$ cat config.mk
export PLATFORM = sky130hd
export DESIGN_NAME = mts_chain
export DESIGN_NICKNAME = d
export VERILOG_FILES = /design/src/hdl/mts_pkg.sv /design/src/hdl/mts_cell.sv /design/src/hdl/mts_chain.sv
export SDC_FILE = /design/constraint.sdc
export NUM_CORES = 2
export LEC_CHECK = 0
export ABC_AREA = 1
export CAP_MARGIN = 30
export CORE_AREA = 3 3 505 507
export CTS_CLUSTER_DIAMETER = 30
export DETAILED_ROUTE_END_ITERATION = 16
export DIE_AREA = 0 0 508 510
export DONT_BUFFER_PORTS = 1
export PLACE_DENSITY = 0.48
export SLEW_MARGIN = 20
export SYNTH_ARGS = -nofsm -noshare
export SYNTH_HDL_FRONTEND = slang
export SYNTH_SLANG_ARGS = --single-unit
export TNS_END_PERCENT = 5
$ cat constraint.sdc
create_clock -name clk -period 30.1 [get_ports clk]
set_clock_uncertainty 0.2 [all_clocks]
set_input_delay 3.01 -clock clk [delete_from_list [all_inputs] [get_ports clk]]
set_output_delay 3.01 -clock clk [all_outputs]
set_load 0.01 [all_outputs]
$ cat src/hdl/mts_pkg.sv
`timescale 1ns / 1ps
package mts_pkg;

	// Data width of one stack entry
	localparam int unsigned MTS_WIDTH         = 32;
	// Default number of entries
	localparam int unsigned MTS_DEPTH_DEFAULT = 64;

	// Command codes carried in s_tuser
	localparam logic CMD_PUSH = 1'b0;
	localparam logic CMD_POP  = 1'b1;

	// Result status codes
	typedef enum logic [1:0] {
		MTS_OK    = 2'd0,
		MTS_FULL  = 2'd1,
		MTS_EMPTY = 2'd2
	} mts_status_t;

	// Shift control for a row of cells
	typedef struct packed {
		logic push;
		logic pop;
	} mts_shift_t;

endpackage

$ cat src/hdl/mts_cell.sv
`timescale 1ns / 1ps
module mts_cell (
	input  logic                               clk,
	input  mts_pkg::mts_shift_t                shift,
	input  logic [mts_pkg::MTS_WIDTH-1:0]      from_above,
	input  logic [mts_pkg::MTS_WIDTH-1:0]      from_below,
	output logic [mts_pkg::MTS_WIDTH-1:0]      data
);
	import mts_pkg::*;

	logic [MTS_WIDTH-1:0] data_q;

	// Take the upper neighbor on push, the lower one on pop, hold otherwise
	always_ff @(posedge clk) begin
		if (shift.push) begin
			data_q <= from_above;
		end else if (shift.pop) begin
			data_q <= from_below;
		end
	end

	assign data = data_q;

endmodule

$ cat src/hdl/mts_chain.sv
`timescale 1ns / 1ps
module mts_chain #(
	parameter int unsigned STACK_DEPTH = mts_pkg::MTS_DEPTH_DEFAULT
) (
	input  logic                               clk,
	input  mts_pkg::mts_shift_t                shift,
	input  logic [mts_pkg::MTS_WIDTH-1:0]      push_data,
	output logic [mts_pkg::MTS_WIDTH-1:0]      head,
	output logic [mts_pkg::MTS_WIDTH-1:0]      second
);
	import mts_pkg::*;

	logic [MTS_WIDTH-1:0] cell_data [STACK_DEPTH];

	// Build the row: cell 0 is the top, each cell talks to its neighbors
	for (genvar i = 0; i < STACK_DEPTH; i++) begin : g_cell
		logic [MTS_WIDTH-1:0] above;
		logic [MTS_WIDTH-1:0] below;

		if (i == 0) begin : g_first
			assign above = push_data;
		end else begin : g_mid
			assign above = cell_data[i-1];
		end

		if (i == STACK_DEPTH - 1) begin : g_last
			assign below = '0;
		end else begin : g_inner
			assign below = cell_data[i+1];
		end

		mts_cell u_cell (
			.clk        (clk),
			.shift      (shift),
			.from_above (above),
			.from_below (below),
			.data       (cell_data[i])
		);
	end

	assign head   = cell_data[0];
	assign second = cell_data[1];

endmodule

Yosys cells after proc, flatten, opt, wreduce, memory -nomap -nowiden
Index checks and enable logic that the tools add are counted.
Widths: inputs -> output; s select.
{"block": "word_totals", "reg_bits": 2048, "latch_bits": 0, "ram_bits": 0, "rom_bits": 0, "out_inout_bits": 64, "mem_count": 0}
{"block": "classes", "add_sub_neg": 0, "mul": 0, "div_mod_pow": 0, "order_cmp": 0, "eq_ne": 0, "shifts": 0, "n_mux": 128, "bitwise": 0, "n_reduce_logical": 1}
{"operator": "$mux 32", "count": 128}
{"operator": "$reduce_bool 2->1", "count": 1}

Depth between registers and ports, before layout
{"block": "depth", "word_depth": 2, "mapped_depth": 7, "ltp_nobuf": 3}

Hierarchy
A second synthesis with hierarchy kept.
{"block": "unflattened", "cells_unflattened": 8769, "hier_area_um2": 89689.8}
{"module": "mts_cell", "n_inst": 64, "cells_per_inst": 137, "area_per_inst_um2": 1401.3, "seq_area_each_um2": 960.9}
{"module": "mts_chain", "n_inst": 1, "cells_per_inst": 1, "area_per_inst_um2": 3.8, "seq_area_each_um2": 0.0}

Least setup slack after synthesis
No wires, ideal clock.
{"block": "synth_timing", "path_type": "input to register", "from": "in shift[1] (netlist name)", "to": "reg g_cell[0].u_cell.data_q[0] (enable)", "setup_ns": 1.603, "t_arrival_ns": 27.516, "required_time_ns": 28.297, "path_slack_ns": 0.781, "stages": 4, "path_cell_list": "buf_4 buf_4 buf_4 or2_2"}
{"block": "synth_between", "elab_chain_cells": 1}
{"item": "from (decl)", "line_no": "mts_chain.sv:6", "source": "input mts_pkg::mts_shift_t shift,"}
{"item": "$reduce_bool 2->1 (no line)"}
{"item": "to (signal assigned)", "line_no": "mts_cell.sv:16", "source": "data_q <= from_above;"}
{"item": "to (signal assigned)", "line_no": "mts_cell.sv:18", "source": "data_q <= from_below;"}
{"item": "to (decl)", "line_no": "mts_cell.sv:11", "source": "logic [MTS_WIDTH-1:0] data_q;"}
No other way between the ends.
A chain may end at the register's enable or synchronous reset.

Worst setup path after layout
{"block": "layout_timing", "from": "in shift[1] (netlist name)", "to": "reg g_cell[51].u_cell.data_q[23] (enable)"}
{"block": "layout_between", "elab_chain_cells": 1}
{"item": "$reduce_bool 2->1 (no line)"}
{"item": "to (signal assigned)", "line_no": "mts_cell.sv:16"}
{"item": "to (signal assigned)", "line_no": "mts_cell.sv:18"}
{"item": "to (decl)", "line_no": "mts_cell.sv:11"}
No other way between the ends.

==> impl_metrics.env <==
export IMPL_routedWlPerCell_um=12.9
export IMPL_final_nets=8734
export IMPL_vias=56600
export IMPL_fp_dieH_um=510
export IMPL_relSlewSlack_pct=17.8
export IMPL_root_buffer="clkbuf_16"
export IMPL_numCtsBuffers=473
export IMPL_gr_usage_all_layers_pct=12.2
export IMPL_post_cts_setup_buffers=0
export IMPL_final_cell_mix="6,080 x nand2_1, 2,048 x edfxtp_1, 479 x clkbuf_16, 100 x clkinv_2, 92 x bufinv_16"
export IMPL_drive_gt1_share_pct=8.91
export IMPL_portBuffers=0
export IMPL_initial_utilization_pct=34.9
export IMPL_syn_to_final_growth_pct=21.3
export IMPL_endpoint_kind="flip-flop"
export IMPL_whs_ps=290
export IMPL_antenna_found_initial=2
export IMPL_ant_nets=0
export IMPL_die_w_um=508
export IMPL_setup_viol=0
export IMPL_status="finished, final reports clean"
export IMPL_finalHoldViolCount=0
export IMPL_vias_per_cell=4.55
export IMPL_post_place_cells=11600
export IMPL_yosysSeqAreaShare_pct=70.2
export IMPL_cts_buffer_depth=4
export IMPL_grt_ovfl_total=0
export IMPL_crit_top_cell="buf_4"
export IMPL_io_pins=99
export IMPL_dieArea_um2=259000
export IMPL_final_common_cell="nand2_1"
export IMPL_worstPathCellList="buf_16 -> or2_4 -> buf_4 -> buf_16 -> buf_4 -> buf_12 -> buf_4 -> buf_4 -> buf_16"
export IMPL_pre_cts_ws_ps=20660
export IMPL_worst_slack_ps=21730
export IMPL_grt_pass1_vias=57400
export IMPL_finalSetupTns_ps=0
export IMPL_cp_arrival_ps=8710
export IMPL_cts_clk_slew_worst_paths_ps=50
export IMPL_hpwl_um=78200
export IMPL_synth_seq_cells=2048
export IMPL_cp_required_ps=30440
export IMPL_syn_area_um2=87600
export IMPL_clock_sinks=2048
export IMPL_syn_num_nets=8648
export IMPL_setup_worst_path_class="in -> reg"
export IMPL_largest_reg_flops=2048
export IMPL_worstHoldPathType="reg -> reg"
export IMPL_drcViolationCount=0
export IMPL_rsz0062_at_grt="false"
export IMPL_crit_slowest_cell="or2_4"
export IMPL_power_density_nw_per_um2=91.0
export IMPL_finalCritPeriodShare_pct=27.8
export IMPL_period_needed_ps=8370
export IMPL_fmax_mhz=119
export IMPL_gp_congestion=0.697
export IMPL_finalMaxSlewViolations=0
export IMPL_drt_iter0_drc=4740
export IMPL_synthCells=8613
export IMPL_worst_pin_slew_ps=1230
export IMPL_core_um2=251000
export IMPL_dr_pass1_iters=6
export IMPL_final_util_pct=42.3
export IMPL_post_cts_resized=0
export IMPL_drt_wl_total_um=161000
export IMPL_cts_tree="built"
export IMPL_fin_cells=12500
export IMPL_grt_max_degree=2051
export IMPL_worstSkewPairLatency_ps=900
export IMPL_path_max_fanout=192
export IMPL_maxCapViolCount=0
export IMPL_vdd_drop_max_mv=0.0586
export IMPL_power_leakage_nw=47.9
export IMPL_rows=184
export IMPL_ys_types=9
export IMPL_grt_pass1_wl_um=277000
export IMPL_hold_buffers=0
export IMPL_yosys_warnings=0
export IMPL_htree_levels=5
export IMPL_slowest_delay_ps=820
export IMPL_crit_path_start_kind="input pin"
export IMPL_post_synth_cell_area_avg_um2=10.2
export IMPL_ff2ff_setup_slack_ps=28780
where the power goes:
part | internal [mW] | switching, mW
sequential | 3.66 | 0.223
clock | 3.66 | 1.60
combinational | 0.184 | 0.338
critical path: cells and delay by family:
kind	cells	cell delay, ps
AND/OR/NAND/NOR	1	820
buffers and inverters	8	4210
metrics by stage:
step	instance area (µm²)	power (mW)
after global routing	106000	10.1
after detailed placement	89100	4.42
after floorplan	87600	4.43
after CTS	106000	9.77
final	106000	9.66
after global placement	89000	4.40
metal layers:
metal	routed length [µm]	part of all wire, %	GRT usage, %
met5	0	0	0
met3	6680	4.2	2.64
met1	76800	48	16.7
met4	4490	2.8	4.37
met2	72900	45	19.2
layout make-up:
| class | count | area, µm² |
|---|---|---|
| sequential | 2048 | 61500 |
| multi-input combinational | 6081 | 22800 |
| antenna | 1 | 2.50 |
| fill | 24200 | 145000 |
| clock buffer | 522 | 12100 |
| clock inverter | 355 | 4340 |
| timing repair buffer | 62 | 1040 |
| tap | 3348 | 4190 |
| inverter | 33 | 140 |
worst paths after layout:
| kind | startpoint | to | cells past startpoint |
|---|---|---|---|
| setup / recovery | shift[1] | g_cell[51].u_cell.data[23] | 9 |
| hold / removal | g_cell[47].u_cell.data[21] | g_cell[48].u_cell.data[21] | 2 |
| setup reg to reg | g_cell[1].u_cell.data[31] | g_cell[2].u_cell.data[31] | 2 |
| hold reg to reg | g_cell[47].u_cell.data[21] | g_cell[48].u_cell.data[21] | 2 |
cells by family after synthesis:
logic type | Yosys count | share of synthesized area [%]
and+or+nand+nor | 6081 | 26.1
DFF | 2048 | 70.2
buffers and inverters | 484 | 3.71
Yosys cell counts:
cell type  number  area (µm²)
buf_2         269        1350
buf_4           7        52.6
buf_6         142        1600
clkbuf_1       33         124
edfxtp_1     2048       61500
inv_1          32         120
inv_4           1        6.26
nand2_1      6080       22800
or2_2           1        6.26
No activity file was read; power rests on OpenSTA's default activity.
